File: src/rtl/core/tsa_pkg.sv
// Shared types, constants and the control store of the sine series engine.
package tsa_pkg;

  // Series limits and fixed-point format.
  localparam int MAX_TERMS = 16;
  localparam int FRAC_BITS = 16;

  // Field widths.
  localparam int ARG_W = 21;
  localparam int CNT_W = 5;
  localparam int SUM_W = 48;
  localparam int MAG_W = 48;
  localparam int K_W   = $clog2(MAX_TERMS);

  // Datapath widths: x squared, reciprocal constants, ratio r(k).
  localparam int X2_W  = 2 * ARG_W - FRAC_BITS - 1;
  localparam int RCP_W = 30;
  localparam int R_W   = 22;

  // The term product is split into a high and a low half at this bit.
  localparam int SPLIT = 24;
  localparam int HI_W  = MAG_W - SPLIT;
  // High partial products at or above 2^HP_W always overflow the term.
  localparam int HP_W  = MAG_W - 1 - (SPLIT - FRAC_BITS);

  // Shared multiplier.
  localparam int MUL_W  = 32;
  localparam int PROD_W = 2 * MUL_W;

  localparam logic [MAG_W-1:0] MAG_MAX = {1'b0, {(MAG_W-1){1'b1}}};
  localparam logic [SUM_W-1:0] SUM_MAX = {1'b0, {(SUM_W-1){1'b1}}};
  localparam logic [SUM_W-1:0] SUM_MIN = {1'b1, {(SUM_W-1){1'b0}}};

  // round(2^32 / ((2k+2)(2k+3))) for each term index k.
  localparam logic [RCP_W-1:0] RECIP [MAX_TERMS] = '{
    30'd715827883, 30'd214748365, 30'd102261126, 30'd59652324,
    30'd39045157,  30'd27531842,  30'd20452225,  30'd15790321,
    30'd12558384,  30'd10226113,  30'd8488078,   30'd7158279,
    30'd6118187,   30'd5289369,   30'd4618244,   30'd4067204
  };

  // Multiplier operand selection.
  typedef enum logic [2:0] {
    MUL_NONE,
    MUL_SQ,
    MUL_RCP,
    MUL_HI,
    MUL_LO
  } mul_sel_t;

  // Jump conditions of the sequencer.
  typedef enum logic [2:0] {
    JC_NEXT,
    JC_ALWAYS,
    JC_NO_IN,
    JC_LAST,
    JC_OUT_BUSY
  } jcond_t;

  // Program steps; the address of each step in the control store.
  typedef enum logic [3:0] {
    ST_OUT,
    ST_WAIT,
    ST_SQ,
    ST_X2,
    ST_ACC,
    ST_RMUL,
    ST_RND,
    ST_HMUL,
    ST_LMUL,
    ST_TERM
  } step_t;

  // One control word.
  typedef struct packed {
    mul_sel_t mul_sel;
    logic     take_in;
    logic     ld_x2;
    logic     acc;
    logic     ld_r;
    logic     ld_hp;
    logic     ld_term;
    logic     give_out;
    jcond_t   jcond;
    step_t    target;
  } ctrl_t;

  // Status fed back from the datapath to the sequencer.
  typedef struct packed {
    logic last;
    logic out_busy;
  } flags_t;

  // Control store: one word per step.
  function automatic ctrl_t ucode(input step_t s);
    ctrl_t w;
    w = '0;
    unique case (s)
      ST_OUT: begin
        w.give_out = 1'b1;
        w.jcond    = JC_OUT_BUSY;
        w.target   = ST_OUT;
      end
      ST_WAIT: begin
        w.take_in = 1'b1;
        w.jcond   = JC_NO_IN;
        w.target  = ST_WAIT;
      end
      ST_SQ: begin
        w.mul_sel = MUL_SQ;
      end
      ST_X2: begin
        w.ld_x2 = 1'b1;
      end
      ST_ACC: begin
        w.acc    = 1'b1;
        w.jcond  = JC_LAST;
        w.target = ST_OUT;
      end
      ST_RMUL: begin
        w.mul_sel = MUL_RCP;
      end
      ST_RND: begin
        w.ld_r = 1'b1;
      end
      ST_HMUL: begin
        w.mul_sel = MUL_HI;
      end
      ST_LMUL: begin
        w.mul_sel = MUL_LO;
        w.ld_hp   = 1'b1;
      end
      ST_TERM: begin
        w.ld_term = 1'b1;
        w.jcond   = JC_ALWAYS;
        w.target  = ST_ACC;
      end
      default: begin
        w.jcond  = JC_ALWAYS;
        w.target = ST_WAIT;
      end
    endcase
    return w;
  endfunction

endpackage

File: src/rtl/core/tsa_mul.sv
// Shared unsigned multiplier with a registered product.
module tsa_mul (
  input  logic                        clk,
  input  logic                        en,
  input  logic [tsa_pkg::MUL_W-1:0]   op_a,
  input  logic [tsa_pkg::MUL_W-1:0]   op_b,
  output logic [tsa_pkg::PROD_W-1:0]  prod
);

  logic [tsa_pkg::PROD_W-1:0] prod_r;

  // The product holds until the next issued multiplication.
  always_ff @(posedge clk) begin
    if (en) begin
      prod_r <= op_a * op_b;
    end
  end

  assign prod = prod_r;

endmodule

File: src/rtl/core/tsa_seq.sv
// Step counter and control store of the series engine.
module tsa_seq (
  input  logic            clk,
  input  logic            rst_n,
  input  logic            in_valid,
  input  tsa_pkg::flags_t flags,
  output tsa_pkg::ctrl_t  ctrl
);

  tsa_pkg::step_t pc_r;
  tsa_pkg::step_t pc_nxt;
  logic           jump;

  // Control word of the current step.
  always_comb begin
    ctrl = tsa_pkg::ucode(pc_r);
  end

  // Next step: jump to the target when the condition holds, else advance.
  always_comb begin
    unique case (ctrl.jcond)
      tsa_pkg::JC_NEXT:     jump = 1'b0;
      tsa_pkg::JC_ALWAYS:   jump = 1'b1;
      tsa_pkg::JC_NO_IN:    jump = !in_valid;
      tsa_pkg::JC_LAST:     jump = flags.last;
      tsa_pkg::JC_OUT_BUSY: jump = flags.out_busy;
      default:              jump = 1'b1;
    endcase
    if (jump) begin
      pc_nxt = ctrl.target;
    end else begin
      pc_nxt = tsa_pkg::step_t'(pc_r + 4'd1);
    end
  end

  always_ff @(posedge clk) begin
    if (!rst_n) begin
      pc_r <= tsa_pkg::ST_WAIT;
    end else begin
      pc_r <= pc_nxt;
    end
  end

endmodule

File: src/rtl/core/tsa_datapath.sv
// Registers, operand selection and result register of the series engine.
module tsa_datapath (
  input  logic                              clk,
  input  logic                              rst_n,
  input  tsa_pkg::ctrl_t                    ctrl,
  input  logic                              in_valid,
  input  logic signed [tsa_pkg::ARG_W-1:0]  in_arg_x,
  input  logic [tsa_pkg::CNT_W-1:0]         term_count,
  input  logic                              out_stall,
  output tsa_pkg::flags_t                   flags,
  output logic                              out_valid,
  output logic signed [tsa_pkg::SUM_W-1:0]  out_series_sum,
  output logic                              out_saturated
);

  localparam int ARG_W  = tsa_pkg::ARG_W;
  localparam int MAG_W  = tsa_pkg::MAG_W;
  localparam int SUM_W  = tsa_pkg::SUM_W;
  localparam int MUL_W  = tsa_pkg::MUL_W;
  localparam int PROD_W = tsa_pkg::PROD_W;
  localparam int X2_W   = tsa_pkg::X2_W;
  localparam int R_W    = tsa_pkg::R_W;
  localparam int HP_W   = tsa_pkg::HP_W;
  localparam int SPLIT  = tsa_pkg::SPLIT;
  localparam int FRAC   = tsa_pkg::FRAC_BITS;
  localparam int SQ_W   = 2 * ARG_W;

  logic [ARG_W-1:0]          mag_r;
  logic [X2_W-1:0]           x2_r;
  logic [R_W-1:0]            r_r;
  logic [HP_W-1:0]           hp_r;
  logic                      hp_ovf_r;
  logic [MAG_W-1:0]          tmag_r;
  logic                      tneg_r;
  logic [SUM_W-1:0]          sum_r;
  logic                      clip_r;
  logic [tsa_pkg::K_W-1:0]   k_r;
  logic [tsa_pkg::CNT_W-1:0] n_r;
  logic                      out_valid_r;
  logic [SUM_W-1:0]          series_sum_r;
  logic                      saturated_r;

  logic [ARG_W-1:0]  arg_u;
  logic [ARG_W-1:0]  mag_nxt;
  logic              take;
  logic              out_ld;
  logic              mul_en;
  logic [MUL_W-1:0]  op_a;
  logic [MUL_W-1:0]  op_b;
  logic [PROD_W-1:0] prod;
  logic [SQ_W-1:0]   sq_rnd;
  logic [PROD_W-1:0] r_rnd;
  logic [PROD_W-1:0] q_full;
  logic [MAG_W-1:0]  q;
  logic              term_clip;
  logic [SUM_W:0]    sum_ext;
  logic [SUM_W:0]    term_ext;
  logic [SUM_W:0]    sum_add;
  logic [SUM_W-1:0]  sum_nxt;
  logic              sum_clip;

  // Argument magnitude; the most negative argument still fits unsigned.
  assign arg_u   = in_arg_x;
  assign mag_nxt = arg_u[ARG_W-1] ? ((~arg_u) + ARG_W'(1)) : arg_u;

  assign take   = ctrl.take_in && in_valid;
  assign out_ld = ctrl.give_out && !flags.out_busy;

  // Operand selection for the shared multiplier.
  always_comb begin
    mul_en = 1'b1;
    op_a   = '0;
    op_b   = '0;
    case (ctrl.mul_sel)
      tsa_pkg::MUL_SQ: begin
        op_a = {{(MUL_W-ARG_W){1'b0}}, mag_r};
        op_b = {{(MUL_W-ARG_W){1'b0}}, mag_r};
      end
      tsa_pkg::MUL_RCP: begin
        op_a = {{(MUL_W-X2_W){1'b0}}, x2_r};
        op_b = {{(MUL_W-tsa_pkg::RCP_W){1'b0}}, tsa_pkg::RECIP[k_r]};
      end
      tsa_pkg::MUL_HI: begin
        op_a = {{(MUL_W-tsa_pkg::HI_W){1'b0}}, tmag_r[MAG_W-1:SPLIT]};
        op_b = {{(MUL_W-R_W){1'b0}}, r_r};
      end
      tsa_pkg::MUL_LO: begin
        op_a = {{(MUL_W-SPLIT){1'b0}}, tmag_r[SPLIT-1:0]};
        op_b = {{(MUL_W-R_W){1'b0}}, r_r};
      end
      default: begin
        mul_en = 1'b0;
      end
    endcase
  end

  tsa_mul u_mul (
    .clk  (clk),
    .en   (mul_en),
    .op_a (op_a),
    .op_b (op_b),
    .prod (prod)
  );

  // Rounded x squared and rounded ratio r(k).
  assign sq_rnd = prod[SQ_W-1:0] + (SQ_W'(1) << (FRAC - 1));
  assign r_rnd  = prod + (PROD_W'(1) << 31);

  // Next term magnitude: the high partial product shifted into place, the
  // rounding constant in its empty low bits, plus the low partial product.
  assign q_full = {{(PROD_W-HP_W-SPLIT){1'b0}}, hp_r, SPLIT'(1) << (FRAC - 1)}
                + {{(PROD_W-MAG_W){1'b0}}, prod[MAG_W-1:0]};
  assign q         = q_full[FRAC +: MAG_W];
  assign term_clip = hp_ovf_r || q[MAG_W-1];

  // Signed accumulation with clipping to the result range.
  always_comb begin
    sum_ext  = {sum_r[SUM_W-1], sum_r};
    term_ext = {1'b0, tmag_r};
    sum_add  = tneg_r ? (sum_ext - term_ext) : (sum_ext + term_ext);
    sum_clip = 1'b0;
    if (!sum_add[SUM_W] && sum_add[SUM_W-1]) begin
      sum_nxt  = tsa_pkg::SUM_MAX;
      sum_clip = 1'b1;
    end else if (sum_add[SUM_W] && !sum_add[SUM_W-1]) begin
      sum_nxt  = tsa_pkg::SUM_MIN;
      sum_clip = 1'b1;
    end else begin
      sum_nxt = sum_add[SUM_W-1:0];
    end
  end

  // Status for the sequencer.
  assign flags.last     = ({1'b0, k_r} + tsa_pkg::CNT_W'(1)) == n_r;
  assign flags.out_busy = out_valid_r && out_stall;

  // Working registers of the item in progress.
  always_ff @(posedge clk) begin
    if (take) begin
      mag_r  <= mag_nxt;
      tmag_r <= {{(MAG_W-ARG_W){1'b0}}, mag_nxt};
      tneg_r <= arg_u[ARG_W-1];
      sum_r  <= '0;
      clip_r <= 1'b0;
      k_r    <= '0;
      n_r    <= term_count;
    end
    if (ctrl.ld_x2) begin
      x2_r <= sq_rnd[FRAC +: X2_W];
    end
    if (ctrl.ld_r) begin
      r_r <= r_rnd[32 +: R_W];
    end
    if (ctrl.ld_hp) begin
      hp_r     <= prod[HP_W-1:0];
      hp_ovf_r <= |prod[PROD_W-1:HP_W];
    end
    if (ctrl.acc) begin
      sum_r <= sum_nxt;
      if (sum_clip) begin
        clip_r <= 1'b1;
      end
    end
    if (ctrl.ld_term) begin
      tmag_r <= term_clip ? tsa_pkg::MAG_MAX : q;
      tneg_r <= !tneg_r;
      k_r    <= k_r + tsa_pkg::K_W'(1);
      if (term_clip) begin
        clip_r <= 1'b1;
      end
    end
  end

  // Result register: frees the engine while the word waits to be taken.
  always_ff @(posedge clk) begin
    if (!rst_n) begin
      out_valid_r <= 1'b0;
    end else if (out_ld) begin
      out_valid_r <= 1'b1;
    end else if (!out_stall) begin
      out_valid_r <= 1'b0;
    end
  end

  always_ff @(posedge clk) begin
    if (out_ld) begin
      series_sum_r <= sum_r;
      saturated_r  <= clip_r;
    end
  end

  assign out_valid      = out_valid_r;
  assign out_series_sum = series_sum_r;
  assign out_saturated  = saturated_r;

endmodule

File: src/rtl/core/taylor_sine_approx.sv
// Truncated Maclaurin series of sine: takes a signed Q4.16 argument and returns the sum of
// the first term_count terms as a saturating signed Q31.16 word, with a flag set when a term
// or a partial sum was clipped. A term count of zero gives one term and counts above 16 give
// 16; the user writes the count through cfg_we/cfg_wdata while the block is idle; the block
// itself does not enforce this. A microcoded sequencer drives one shared 32 by 32 multiplier,
// which forms three products for every term after the first. The result sits in an output
// register, so the next argument is taken while the previous result waits; the engine holds
// only once a second result is ready and the first has still not been taken.
module taylor_sine_approx (
  input  logic                              clk,
  input  logic                              rst_n,
  input  logic                              cfg_we,
  input  logic [tsa_pkg::CNT_W-1:0]         cfg_wdata,
  input  logic                              in_valid,
  output logic                              in_stall,
  input  logic signed [tsa_pkg::ARG_W-1:0]  in_arg_x,
  output logic                              out_valid,
  input  logic                              out_stall,
  output logic signed [tsa_pkg::SUM_W-1:0]  out_series_sum,
  output logic                              out_saturated
);

  localparam int CNT_W = tsa_pkg::CNT_W;

  tsa_pkg::ctrl_t  ctrl;
  tsa_pkg::flags_t flags;

  logic [CNT_W-1:0] term_count_r;
  logic [CNT_W-1:0] term_count_nxt;

  // Term count register, held clamped to the supported range.
  always_comb begin
    if (cfg_wdata == '0) begin
      term_count_nxt = CNT_W'(1);
    end else if (cfg_wdata > CNT_W'(tsa_pkg::MAX_TERMS)) begin
      term_count_nxt = CNT_W'(tsa_pkg::MAX_TERMS);
    end else begin
      term_count_nxt = cfg_wdata;
    end
  end

  always_ff @(posedge clk) begin
    if (!rst_n) begin
      term_count_r <= CNT_W'(1);
    end else if (cfg_we) begin
      term_count_r <= term_count_nxt;
    end
  end

  // A word is taken only in the waiting step of the program.
  assign in_stall = !ctrl.take_in;

  tsa_seq u_seq (
    .clk      (clk),
    .rst_n    (rst_n),
    .in_valid (in_valid),
    .flags    (flags),
    .ctrl     (ctrl)
  );

  tsa_datapath u_dp (
    .clk            (clk),
    .rst_n          (rst_n),
    .ctrl           (ctrl),
    .in_valid       (in_valid),
    .in_arg_x       (in_arg_x),
    .term_count     (term_count_r),
    .out_stall      (out_stall),
    .flags          (flags),
    .out_valid      (out_valid),
    .out_series_sum (out_series_sum),
    .out_saturated  (out_saturated)
  );

  // An accepted word starts with squaring the argument.
  a_accept_squares: assert property (@(posedge clk) disable iff (!rst_n)
    (in_valid && !in_stall) |=> (ctrl.mul_sel == tsa_pkg::MUL_SQ))
    else $error("accepted word not followed by the squaring step");

  // Every finished term is accumulated in the next step.
  a_term_then_acc: assert property (@(posedge clk) disable iff (!rst_n)
    ctrl.ld_term |=> ctrl.acc)
    else $error("new term not accumulated");

  // The last accumulation hands over to the result step.
  a_last_then_out: assert property (@(posedge clk) disable iff (!rst_n)
    (ctrl.acc && flags.last) |=> ctrl.give_out)
    else $error("last term not followed by the result step");

  // The result register is never loaded over a word that is still waiting.
  a_no_overwrite: assert property (@(posedge clk) disable iff (!rst_n)
    (ctrl.give_out && out_valid && out_stall) |=> (ctrl.give_out && out_valid))
    else $error("result register overwritten while stalled");

endmodule
File: config.mk
export PLATFORM = sky130hd
export DESIGN_NAME = taylor_sine_approx
export DESIGN_NICKNAME = d
export VERILOG_FILES = /design/src/rtl/core/tsa_pkg.sv /design/src/rtl/core/tsa_mul.sv /design/src/rtl/core/tsa_seq.sv /design/src/rtl/core/tsa_datapath.sv /design/src/rtl/core/taylor_sine_approx.sv
export SDC_FILE = /design/constraint.sdc
export NUM_CORES = 2
export LEC_CHECK = 0
export BUFFER_PORTS_ARGS = -buffer_cell sky130_fd_sc_hd__buf_2
export CORE_ASPECT_RATIO = 0.6
export CORE_MARGIN = 8
export CORE_UTILIZATION = 35
export DETAILED_ROUTE_END_ITERATION = 10
export GPL_TIMING_DRIVEN = 0
export PLACE_DENSITY_LB_ADDON = 0.15
export SYNTH_ARGS = -nofsm -noshare
export SYNTH_HDL_FRONTEND = slang
export SYNTH_SLANG_ARGS = --single-unit
export TNS_END_PERCENT = 50
File: constraint.sdc
create_clock -name clk -period 8.36 [get_ports clk]
set_clock_uncertainty 0.05 [all_clocks]
set_input_delay 0.836 -clock clk [delete_from_list [all_inputs] [get_ports clk]]
set_output_delay 0.836 -clock clk [all_outputs]
set_load 0.01 [all_outputs]
==> impl_results.md <==
* Status: complete, but fails checks
* Failing checks: negative setup slack
* Fraction of registers with async set or reset after synthesis at 0%
* Pint at between 4000 and 5000 uW
* Fin crit period at approximately 8.6 ns
* Initial DRC count at around 4.7k
* Area of the multi-input gates at about 31000 um2
* Number of flops mapped to enable cells by yosys at 318
* CORE AREA at about 120000 um2
* Clock Tree Buf Depth at 3
* Setup tns final at -2.35 ns
* ANT nets after route at 0
* Worst R2R Setup Slack at -0.26 ns
* Vias in the first global route at approximately 34k
* Synthesized cell area at between 40000 and 50000 um2
* Synthesis Warnings at 0
* Setup crit start: u_dp.k_r[1]
* RSZ-0062 raised after global routing: true
* Post-DP HPWL at 146000 um
* CP dominant cell by count: fa_1
* Max_cap viols at 0
* Clock Sinks at 329
* Placed cell count at between 6k and 7k
* Crit path largest cell delay at roughly 0.54 ns
* Final wirelength at 177000 um
* Hold_sp: u_dp.u_mul.prod[11]
* Post-Place Setup Slack at -3.94 ns
* Die Span Y at 285 um
* Critical path class: reg -> reg
* Net Sw Power at 4100 uW
* Bufs and invs on worst path at 11
* Clk pwr share at ~17%
* Worst slew pin tran at ~1.4 ns
* Final nets at ~5.8k
* Clock root buffer: clkbuf_16
* Total global routing overflow at 0
* Post-synthesis cell count at 4541
* Avg WL per Cell at between 20 and 30 um
* Largest net degree at the start of global routing at 38
* Slew Limit Fails at 0
* Crit path DAT at about 8.9 ns
* Sequential group share of total power at ~30%
* FF-to-FF End: u_dp.u_mul.prod[50]
* Boundary pin count at 82
* Ys flop type: edfxtp_1
* Hold_ws at ~0.38 ns
* Fin. Hold Viols at 0
* GP Congestion at about 0.99
* Clock slew at reported path FFs at approximately 0.070 ns
* Sequential fraction of the synthesis area at between 20 and 25%
* Initial antenna violation count at 12
* Clock tree from TritonCTS: yes
* Critical Path RT at around 8.7 ns
* Lkg Pwr at around 0.022 uW
* Die X at 464 um
* Site Rows at between 90 and 100
* Vias per Instance at around 5.5
* Sw Share at about 47%
* Synth-to-layout area growth at 20.5%
* Port Buffer Count at 80
* Setup violators final at 16
* Clk_lat worst skew at 0.64 ns
* Reg2reg start: u_dp.k_r[1]
* Fillers at roughly 12k
* Die footprint at around 130000 um2
* Pwr Density at 172 nW/um2
* CP max stage cell: fa_1
* First-pass GRT wire length at 252000 um
* Vias at about 36k
* Worst slew margin at approximately 6%
* CP Launch Type: flip-flop
* FF+latch area at slightly below 10000 um2
* Final Cycle Share at 103%
* WHS Path Cells at 0
* CTS buffer count at 29
* Max Freq at around 120 MHz
* Min-Delay Path Class: reg -> reg
* Cell Count, Final, Fillers Out at roughly 6.5k
* Worst path top cell family by delay: adder cells
* CP Max Fanout at 7
* Final WS setup at -0.258 ns
* Hold Path End: u_dp.hp_r[11]
* Part of the power in combinational logic at 53.0%
* # DRC at 0
* Crit end category: flip-flop
* Initial core utilization at a little over a third
* Syn Nets at 5481
* Max IR drop VDD at approximately 170 uV
* R2R depth at 35
* H-tree levels at 1
* Layout cells sized above 1 at 16.3%
* Power, Total at about 8700 uW
* Synth Register Bits at 329
* Syn Area/Cell at slightly above 9 um2
* GRT Overall Usage at around a quarter
* Pre-antenna DRT Iters at 6
* Synth unique cells at 84
-- power groups by stage --
stage | Combinational [uW] | Clock (uW) | Sequential [uW]
6_report | 4630 | 1450 | 2650
5_1_grt | 4930 | 1540 | 2660
4_1_cts | 4430 | 1480 | 2630
3_5_place_dp | 3890 | 0 | 2630
3_3_place_gp | 3840 | 0 | 2680
2_1_floorplan | 2440 | 0 | 2490
-- how the worst max path moves through the flow --
stage	to	slack, ns	depth (start not counted)
final	u_dp.u_mul.prod[50]	-0.26	35
after global routing	u_dp.u_mul.prod[50]	-0.40	33
after CTS	u_dp.u_mul.prod[52]	-0.08	35
after detailed placement	u_dp.u_mul.prod[53]	-3.94	33
after global placement	u_dp.u_mul.prod[53]	-3.97	33
after floorplan	u_dp.u_mul.prod[50]	0.03	33
-- per-stage QoR --
step | utilization, % | cell area, um2
final | 42.6 | 50900
after global routing | 42.6 | 50900
after CTS | 42.2 | 50400
after detailed placement | 37.6 | 45000
after global placement | 37.4 | 44600
after floorplan | - | 42200
-- registers in the layout (all words and copies together), names as in the netlist, 5 cells and up --
signal / cells
u_dp.sum_r: 48
u_dp.tmag_r: 48
u_dp.hp_r: 39
u_dp.out_series_sum: 48
u_dp.mag_r: 21
u_dp.r_r: 22
u_dp.n_r: 5
u_dp.u_mul.prod: 55
u_dp.x2_r: 25
term_count_r: 5
-- cells in the mapped netlist, drive strengths merged (6+ instances only) --
cell type    n  share of area (%)
inv        772                6.9
nand2      620                5.5
fa         618                 29
nor2       449                4.0
edfxtp     318                 23
ha         291                8.6
a21oi      234                2.8
clkbuf     171                1.5
xnor2      171                3.6
o21ai      131                1.6
xor2        81                1.7
a21o        78                1.4
nand3       55               0.65
a31oi       43               0.64
and3        40               0.59
nor3        36               0.45
and2        34               0.50
nor2b       28               0.41
a22oi       27               0.48
nand2b      27               0.40
a221oi      25               0.65
nand4       25               0.37
o21a        25               0.44
buf         23               0.25
a221o       21               0.50
nor4        17               0.28
o21bai      17               0.31
a211oi      13               0.25
o31ai       12               0.29
dfxtp       11               0.52
a22o         9               0.19
o211ai       9               0.16
o31a         9               0.19
or2          9               0.13
a211o        8               0.17
a21boi       8               0.14
and4         7               0.15
or3          6              0.089
-- logic make-up (layout without fill, tap and decap cells) --
logic type	after synthesis	after routing	synth area share, %
compound gates	707	707	11.0
xor+xnor	252	252	5.25
fa+ha+maj	909	909	37.9
buf+inv	966	1311	8.63
flops	329	329	23.1
mux	5	5	0.119
other cells	1	11	0.00888
simple gates	1372	1372	13.9
-- routing by layer --
| metal | routed length [um] | part of all wire, % | vias to the layer above | track usage, % |
|---|---|---|---|---|
| met3 | 28000 | 16 | 207 | 12.0 |
| met4 | 3150 | 1.8 | 4 | 3.65 |
| met2 | 58900 | 33 | 1967 | 29.9 |
| li1 | - | - | 15299 | - |
| met1 | 86800 | 49 | 18052 | 43.0 |
| met5 | 24 | 0.014 | - | 0 |
-- final cells by class --
cell class / count / area share (%)
Multi-Input combinational cell: 3246 / 60.5
Sequential cell: 329 / 19.2
Inverter: 772 / 5.71
Timing Repair Buffer: 320 / 5.42
Tap cell: 1600 / 3.93
Buffer: 166 / 3.31
Clock buffer: 32 / 1.45
Clock inverter: 21 / 0.403
Antenna cell: 10 / 0.0492
-- placed cells by master, fill, tap and decap left out, types with 38 or more instances in the layout --
cell       netlist  routed
inv_1          772     759
fa_1           618     602
nand2_1        620     589
nor2_1         449     434
edfxtp_1       318     318
ha_1           291     259
a21oi_1        234     219
buf_4            0     186
xnor2_1        170     169
o21ai_0        117     106
buf_2           14      87
xor2_1          81      80
a21o_1          78      78
clkbuf_16        0      52
clkbuf_1       171      51
nand3_1         55      49
buf_12           0      38
-- repair_timing --
item,in CTS,in global routing
gates cloned,3,1
buffers inserted,197,20
hold buffers,0,0
resized for setup,661,59
pin swaps,143,34
endpoints found under the setup margin,45,58
Power figures use the tool's default switching activity.
